### src/frmt_pkg.sv
// ----------------------------------------------------------------------------
// frmt_pkg
// Types and codes of the flow rate meter table.
// ----------------------------------------------------------------------------
package frmt_pkg;

  localparam int unsigned OUT_W      = 48;
  localparam int unsigned IN_DATA_W  = 136;
  localparam int unsigned OUT_DATA_W = 224;

  // Register indexes on the configuration port
  localparam logic [1:0] REG_SOURCE_ONLY = 2'd0;
  localparam logic [1:0] REG_FLOW_LIMIT  = 2'd1;
  localparam logic [1:0] REG_IDLE_RELOAD = 2'd2;

  // Item kinds
  localparam logic OP_PACKET = 1'b0;
  localparam logic OP_AGE    = 1'b1;

  typedef enum logic [2:0] {
    ST_COUNTED    = 3'd0,
    ST_NEW_FLOW   = 3'd1,
    ST_TABLE_FULL = 3'd2,
    ST_AGED_KEPT  = 3'd3,
    ST_AGED_FREED = 3'd4,
    ST_SLOT_EMPTY = 3'd5
  } frmt_status_e;

  typedef struct packed {
    logic        source_only;
    logic [10:0] flow_limit;
    logic [2:0]  idle_reload;
  } frmt_cfg_t;

  // Item as handed from front to back, key already masked
  typedef struct packed {
    logic        op;
    logic [63:0] key_addr;
    logic [39:0] key_pp;
    logic [15:0] packet_bytes;
    logic [9:0]  slot;
  } frmt_item_t;

  typedef struct packed {
    frmt_status_e       status;
    logic [9:0]         slot_index;
    logic [OUT_W-1:0]   interval_rate;
    logic [OUT_W-1:0]   average_rate;
    logic [15:0]        interval_packets;
    logic [OUT_W-1:0]   flow_bytes;
    logic [OUT_W-1:0]   total_bytes;
  } frmt_result_t;

endpackage

### src/frmt_front.sv
// ----------------------------------------------------------------------------
// frmt_front
// Accept input beats, build the masked flow key, queue items for the back.
// ----------------------------------------------------------------------------
module frmt_front (
  input  logic                  clk_i,
  input  logic                  rst_ni,
  input  frmt_pkg::frmt_cfg_t   cfg_i,
  input  logic                  in_valid_i,
  output logic                  in_ready_o,
  input  logic                  in_op_i,
  input  logic [7:0]            in_protocol_i,
  input  logic [31:0]           in_src_addr_i,
  input  logic [15:0]           in_sport_i,
  input  logic [31:0]           in_dst_addr_i,
  input  logic [15:0]           in_dport_i,
  input  logic [15:0]           in_packet_bytes_i,
  input  logic [9:0]            in_slot_i,
  output logic                  q_valid_o,
  input  logic                  q_ready_i,
  output frmt_pkg::frmt_item_t  q_item_o
);
  import frmt_pkg::*;

  frmt_item_t  fifo_q [2];
  logic        wr_ptr_q, wr_ptr_d, rd_ptr_q, rd_ptr_d;
  logic [1:0]  cnt_q, cnt_d;
  frmt_item_t  item;
  logic        push, pop;

  // Mask the key in source-only mode
  always_comb begin
    item.op           = in_op_i;
    item.packet_bytes = in_packet_bytes_i;
    item.slot         = in_slot_i;
    if (cfg_i.source_only) begin
      item.key_addr = {in_src_addr_i, 32'd0};
      item.key_pp   = {in_protocol_i, 32'd0};
    end else begin
      item.key_addr = {in_src_addr_i, in_dst_addr_i};
      item.key_pp   = {in_protocol_i, in_sport_i, in_dport_i};
    end
  end

  assign in_ready_o = (cnt_q != 2'd2);
  assign push       = in_valid_i && in_ready_o;
  assign q_valid_o  = (cnt_q != 2'd0);
  assign pop        = q_valid_o && q_ready_i;
  assign q_item_o   = fifo_q[rd_ptr_q];

  // Advance pointers and fill level
  always_comb begin
    wr_ptr_d = push ? ~wr_ptr_q : wr_ptr_q;
    rd_ptr_d = pop ? ~rd_ptr_q : rd_ptr_q;
    cnt_d    = cnt_q + 2'(push) - 2'(pop);
  end

  always_ff @(posedge clk_i or negedge rst_ni) begin
    if (!rst_ni) begin
      wr_ptr_q <= 1'b0;
      rd_ptr_q <= 1'b0;
      cnt_q    <= 2'd0;
    end else begin
      wr_ptr_q <= wr_ptr_d;
      rd_ptr_q <= rd_ptr_d;
      cnt_q    <= cnt_d;
    end
  end

  // Hold queued items
  always_ff @(posedge clk_i) begin
    if (push) begin
      fifo_q[wr_ptr_q] <= item;
    end
  end

endmodule

### config.mk
export PLATFORM = sky130hd
export DESIGN_NAME = frmt_front
export DESIGN_NICKNAME = d
export VERILOG_FILES = /design/src/frmt_pkg.sv /design/src/frmt_front.sv
export SDC_FILE = /design/constraint.sdc
export NUM_CORES = 1
export LEC_CHECK = 0
export ABC_CLOCK_PERIOD_IN_PS = 6550
export CAP_MARGIN = 25
export CORE_MARGIN = 5
export CORE_UTILIZATION = 30
export CTS_CLUSTER_SIZE = 40
export DETAILED_ROUTE_END_ITERATION = 7
export DONT_BUFFER_PORTS = 1
export PLACE_DENSITY = 0.51
export SLEW_MARGIN = 25
export SYNTH_ARGS = -nofsm -noshare
export SYNTH_HDL_FRONTEND = slang
export SYNTH_SLANG_ARGS = --single-unit
### constraint.sdc
create_clock -name clk_i -period 6.55 [get_ports clk_i]
set_input_delay 1.31 -clock clk_i [delete_from_list [all_inputs] [get_ports clk_i]]
set_output_delay 1.31 -clock clk_i [all_outputs]
set_load 0.02 [all_outputs]
==> impl_metrics.yaml, run 1 <==
run_status:
  run_status: "finished, final reports clean"
placement:
  place_hpwl_um: 13200
  portBuffers: 0
  place.gp.congestion: 0.690
synth:
  syn_avg_cell_area_um2: 21.0
  ys_seq_area_frac: 0.765
  synth_area_um2: 10400
  yosysWarnings: 0
  synth_seq_cells: 266
  syn_inst: 496
  synth.distinct_cells: 19
  synth_fp_nets: 648
power_and_ir_drop:
  leakagePower_nw: 4.07
  p_per_area_nw_per_um2: 492
  p_total_w: 0.00586
  max-vdd-ir-drop_v: 0.000281
hold_path:
  hp-class: "input pin to async pin"
worst_setup_path:
  r2r_end: "fifo_q[0][75]$_DFFE_PP_"
  cp.required_ns: 5.24
  cp_max_fo: 63
  startpoint_type: "flop"
  reg2regPathDepth: 4
  worstPathArrival_ns: 2.30
  end_kind: "output port"
  crit_type: "flop to output port"
  crit-reg2reg-launch: "cnt_q[0]$_DFF_PN0_"
  ff2ff_setup_slack_ns: 4.01
global_routing:
  grt_max_degree: 65
  antenna_found_initial: 4
  grt_use_total: 0.0968
  grt_pass1_wl_um: 28800
  grt_overflow: 0
  grt_pass1_vias: 4685
floorplan:
  die_area_um2: 38500
  core_area_um2: 34400
  rows: 68
  initial_core_util: 0.303
  io_pins: 283
  dieWidth_um: 196
  die_h_um: 196
timing:
  finalSetupViolCount: 0
  rsz0062_at_grt: "false"
  fin_setup_tns_ns: 0
  layout_min_cycle_time_ns: 3.61
  finalHoldViolations: 0
  post-route-period-util: 0.550
  fmax_ghz: 0.277
  finClkSkew_ns: 0.00957
  max_slew_margin: 0.418
  tightest_slew_ns: 0.874
  slew_violations: 0
  hold_ws_ns: 0.467
routing:
  firstDrtPassIters: 4
  drc_errors: 0
  first_iter_violations: 96
  ant_nets: 0
  wire_per_inst_um: 19.9
  via_per_inst: 4.33
  num_vias: 4286
  wirelength_um: 19700
  wl_met3_um: 2210
  highest_layer: "met5"
  drt-met1-wl_um: 7140
  wl_met2_um: 9850
clock_tree:
  h-tree-depth: 1
  clock_sinks: 266
  clk_latency_ns: 0.54
  cts_setup_buffers: 0
  cts-resized-gates: 0
  clkTransAtPathRegs_ns: 0.06
  numCtsBuffers: 29
  cts_root_buffer: "clkbuf_16"
  cts_buffer_depth: 3
  ctsHoldBuffers: 0
  tritoncts: "built"
finish:
  n_fill_cell: 3235
  drive_gt1_frac: 0.340
  area_growth_syn_to_layout_pct: 14.2
  nets: 663
flow_run:
  maxCapViolations: 0
[worst max path at each step]
stage | from | end | slack, ns | cells after the start
after floorplan | in_valid_i | fifo_q[0][0]$_DFFE_PP_ | 1.28 | 2
after global placement | rd_ptr_q$_DFFE_PN0P_ | q_item_o[23] | 3.05 | 2
after detailed placement | in_valid_i | fifo_q[0][68]$_DFFE_PP_ | 3.41 | 3
after CTS | rd_ptr_q$_DFFE_PN0P_ | q_item_o[23] | 2.84 | 2
after global routing | rd_ptr_q$_DFFE_PN0P_ | q_item_o[23] | 2.81 | 2
final | rd_ptr_q$_DFFE_PN0P_ | q_item_o[23] | 2.94 | 2
[routing by layer]
layer / track usage / up-vias
li1: - / 1927
met3: 0.0489 / 33
met1: 0.103 / 2144
met5: 0 / -
met2: 0.165 / 178
met4: 0.0352 / 4
[layout make-up]
class | instances | area [um^2] | share of cell area
clock inverter | 18 | 246 | 0.0207
timing repair buffer | 6 | 70.1 | 0.00589
multi-input combinational | 207 | 2280 | 0.192
sequential | 266 | 7970 | 0.670
inverter | 1 | 3.75 | 0.000316
antenna | 2 | 5.00 | 0.000421
clock buffer | 34 | 744 | 0.0626
tap | 455 | 569 | 0.0479
[where the power goes]
| part | leakage (nW) | total [W] | switching [W] | internal [W] |
|---|---|---|---|---|
| clock network | 0.480 | 0.00166 | 0.000619 | 0.00104 |
| logic | 1.09 | 0.00172 | 0.00109 | 0.000624 |
| registers | 2.51 | 0.00248 | 0.000135 | 0.00234 |
| total | 4.07 | 0.00586 | 0.00185 | 0.00401 |
[kinds of logic (layout without fill, tap and decap cells)]
group,after synthesis,after routing,share of synthesized area
other,0,2,0
multiplexers,131,131,0.171
XOR/XNOR,4,4,0.00337
buffers and inverters,23,59,0.0166
AND/OR/NAND/NOR,70,70,0.0416
adder cells (fa/ha/maj),2,2,0.00240
flip-flops,266,266,0.765
[state kept, by name, summed over array words and instances, names as in the netlist]
name,cells
fifo_q,262
cnt_q,2
rd_ptr_q,1
wr_ptr_q,1
[per-stage QoR]
step / cells / setup slack, ns / instance area [um^2] / utilization
after global routing: 988 / 2.81 / 11900 / 0.346
final: 989 / 2.94 / 11900 / 0.346
after detailed placement: 935 / 3.41 / 10900 / 0.317
after global placement: 934 / 3.05 / 10900 / 0.316
after floorplan: 496 / 1.28 / 10400 / -
after CTS: 987 / 2.84 / 11900 / 0.346
[cells in the mapped netlist (all sizes together)]
| cell type | number | area [um^2] |
|---|---|---|
| or2 | 1 | 6.26 |
| buf | 16 | 146 |
| and2 | 1 | 6.26 |
| edfxtp | 262 | 7870 |
| xor2 | 1 | 8.76 |
| nor2 | 1 | 3.75 |
| clkbuf | 6 | 22.5 |
| dfrtp | 4 | 100 |
| ha | 2 | 25.0 |
| xnor2 | 3 | 26.3 |
| mux2 | 131 | 1780 |
| nand2b | 1 | 6.26 |
| nand2 | 1 | 3.75 |
| nor2b | 64 | 400 |
| inv | 1 | 3.75 |
| and3 | 1 | 6.26 |
[placed cells by master (no fill, tap or decap)]
| cell | n |
|---|---|
| clkinv_2 | 1 |
| bufinv_16 | 6 |
| buf_12 | 2 |
| nand2_1 | 1 |
| nand2b_1 | 1 |
| clkinv_4 | 3 |
| xnor2_1 | 3 |
| and2_1 | 1 |
| clkbuf_16 | 29 |
| dfrtp_4 | 1 |
| edfxtp_1 | 262 |
| clkinv_1 | 7 |
| nor2b_1 | 64 |
| nor2_4 | 1 |
| diode_2 | 2 |
| or2_2 | 1 |
| mux2_4 | 80 |
| xor2_1 | 1 |
| mux2_2 | 51 |
| dfrtp_1 | 3 |
| buf_4 | 4 |
| ha_1 | 2 |
| and3_4 | 1 |
| inv_6 | 1 |
| inv_1 | 1 |
| clkbuf_1 | 5 |
[critical path, cell delays in order, from the launching register on]
cell and delay (ns):
dfrtp_4 0.78, buf_12 0.47, mux2_2 0.48
(Power assumes the default switching activity.)
==> run 2, diff against run 1 <==
--- a/config.mk
+++ b/config.mk
@@ -5,14 +5,14 @@
 export SDC_FILE = /design/constraint.sdc
 export NUM_CORES = 1
 export LEC_CHECK = 0
-export ABC_CLOCK_PERIOD_IN_PS = 6550
+export ABC_CLOCK_PERIOD_IN_PS = 3400
 export CAP_MARGIN = 25
 export CORE_MARGIN = 5
 export CORE_UTILIZATION = 30
 export CTS_CLUSTER_SIZE = 40
 export DETAILED_ROUTE_END_ITERATION = 7
 export DONT_BUFFER_PORTS = 1
-export PLACE_DENSITY = 0.51
+export PLACE_DENSITY = 0.5
 export SLEW_MARGIN = 25
 export SYNTH_ARGS = -nofsm -noshare
 export SYNTH_HDL_FRONTEND = slang
==> constraint.sdc (replaced) <==
create_clock -name clk_i -period 3.4 [get_ports clk_i]
set_input_delay 0.68 -clock clk_i [delete_from_list [all_inputs] [get_ports clk_i]]
set_output_delay 0.68 -clock clk_i [all_outputs]
set_load 0.02 [all_outputs]
==> run 2 against run 1 <==
  * Combinational power up 94%
  * Cell area up 0.19%
  * Highest routed layer is now met4
  * Critical endpoint is now q_item_o[11]
  * Via count up 1.3%
  * Critical path depth unchanged
  * Clock skew up 0.0050 ns
  * Count of clock-buffer cells in the layout up 1
==> impl_metrics.yaml, run 2 (synthesis gave the netlist of run 1 again) <==
timing:
  finClkSkew_ns: 0.0145
  layout_min_cycle_time_ns: 3.02
  fin_setup_tns_ns: 0
  tightest_slew_ns: 0.857
  slew_violations: 0
  rsz0062_at_grt: "false"
  finalHoldViolations: 0
  max_slew_margin: 0.429
  post-route-period-util: 0.889
  fmax_ghz: 0.331
  finalSetupViolCount: 0
finish:
  final_common_cell: "edfxtp_1"
  layout_common_cells: "262 x edfxtp_1, 80 x mux2_4, 64 x nor2b_1, 51 x mux2_2, 29 x clkbuf_16"
  reg_top3: "fifo_q (262), cnt_q (2)"
  regMostFlops: "fifo_q"
  area_growth_syn_to_layout_pct: 14.5
  drive_gt1_frac: 0.343
  stdcell_count: 995
  n_fill_cell: 3240
  largest_register_ff_count: 262
  nets: 665
power_and_ir_drop:
  comb_power_share: 0.296
  p_int_w: 0.00767
  p_sw_w: 0.00357
  p_clk_frac: 0.277
  switching_share: 0.317
  p_per_area_nw_per_um2: 943
  max-vdd-ir-drop_v: 0.000548
  p_total_w: 0.0112
  seqPwrFrac: 0.426
  leakagePower_nw: 4.07
clock_tree:
  h-tree-depth: 1
  cts_root_buffer: "clkbuf_16"
  numCtsBuffers: 29
  tritoncts: "built"
  cts_setup_buffers: 0
  clkTransAtPathRegs_ns: 0.06
  clk_latency_ns: 0.55
  cts-resized-gates: 0
  cts_buffer_depth: 3
  clock_sinks: 266
placement:
  dp_cells: 936
  portBuffers: 0
  place_hpwl_um: 13800
  place.gp.congestion: 0.687
global_routing:
  grt_max_degree: 71
  antenna_found_initial: 4
  grt_use_total: 0.0990
  grt_pass1_vias: 4717
  grt_overflow: 0
  grt_pass1_wl_um: 29000
routing:
  firstDrtPassIters: 5
  drc_errors: 0
  first_iter_violations: 133
  wirelength_um: 20200
  num_vias: 4341
  ant_nets: 0
  via_per_inst: 4.36
  wire_per_inst_um: 20.3
floorplan:
  rows: 68
  dieWidth_um: 196
  core_area_um2: 34400
  initial_core_util: 0.303
  die_area_um2: 38500
  die_h_um: 196
  io_pins: 283
worst_setup_path:
  slowest_delay_ns: 0.87
  worstPathArrival_ns: 2.34
  slowest_stage: "dfrtp_4"
  crit_type: "flop to output port"
  startpoint_type: "flop"
  cp_max_fo: 39
  cp.required_ns: 2.72
  crit_chain: "buf_4 > mux2_2"
  end_kind: "output port"
run_status:
  run_status: "finished, final reports clean"
flow_run:
  maxCapViolations: 0
hold_path:
  hp-class: "input pin to flop"
## run 2: cell types whose count changed in the layout (fill, tap and decap cells not counted), sizes merged
cell / delta
buf: +1
bufinv: -1
clkbuf: +1
clkinv: -2
clkinvlp: +2
diode: +4
dlygate4sd3: +1
## run 2: path summary, 6_finish.rpt
kind / cells past startpoint / slack [ns] / startpoint / to
min in group asynchronous: 1 / 0.41 / rst_ni / rd_ptr_q$_DFFE_PN0P_
setup reg to reg: 4 / 1.20 / cnt_q[0]$_DFF_PN0_ / fifo_q[0][62]$_DFFE_PP_
max in group asynchronous: 1 / 2.79 / rst_ni / rd_ptr_q$_DFFE_PN0P_
hold / removal: 0 / 0.22 / in_slot_i[7] / fifo_q[1][7]$_DFFE_PP_
setup / recovery: 2 / 0.38 / rd_ptr_q$_DFFE_PN0P_ / q_item_o[11]
hold reg to reg: 1 / 0.54 / cnt_q[0]$_DFF_PN0_ / cnt_q[0]$_DFF_PN0_
## run 2: cell type report
| type | count | area [um^2] | share of cell area |
|---|---|---|---|
| Clock buffer | 35 | 748 | 0.0628 |
| Sequential cell | 266 | 7970 | 0.669 |
| Inverter | 1 | 3.75 | 0.000315 |
| Tap cell | 455 | 569 | 0.0478 |
| Multi-Input combinational cell | 207 | 2280 | 0.191 |
| Clock inverter | 17 | 213 | 0.0179 |
| Timing Repair Buffer | 8 | 113 | 0.00945 |
| Antenna cell | 6 | 15.0 | 0.00126 |
## run 2: layer usage
metal / GRT usage / part of all wire
met1: 0.106 / 0.36
met4: 0.0308 / 0.031
met5: 0 / 0
met2: 0.163 / 0.48
met3: 0.0599 / 0.13
## run 2: critical path: cells and delay by family, from the launching register on
| kind | cells | cell delay (ns) |
|---|---|---|
| flops | 1 | 0.87 |
| buf+inv | 1 | 0.44 |
| mux | 1 | 0.46 |
## run 2: what timing repair did
item,CTS,global route
hold buffers,1,0
endpoints found under the setup margin,0,0
endpoints found under the hold margin,4,0
## run 2: per-stage QoR
step	worst slack (ns)	area, um^2	hold WS, ns	util
global route	0.228	11900	0.173	0.346
CTS	0.280	11900	0.167	0.346
global placement	0.942	10900	0.385	0.318
floorplan	0.226	10400	0.384	-
detailed placement	0.902	10900	0.385	0.318
finish	0.378	11900	0.220	0.347
## run 2: power by group through the flow
stage | registers [W] | logic, W | clock network (W)
finish | 0.00479 | 0.00333 | 0.00312
global placement | 0.00483 | 0.00337 | 0
detailed placement | 0.00487 | 0.00341 | 0
CTS | 0.00481 | 0.00341 | 0.00324
floorplan | 0.00473 | 0.00299 | 0
global route | 0.00486 | 0.00351 | 0.00337
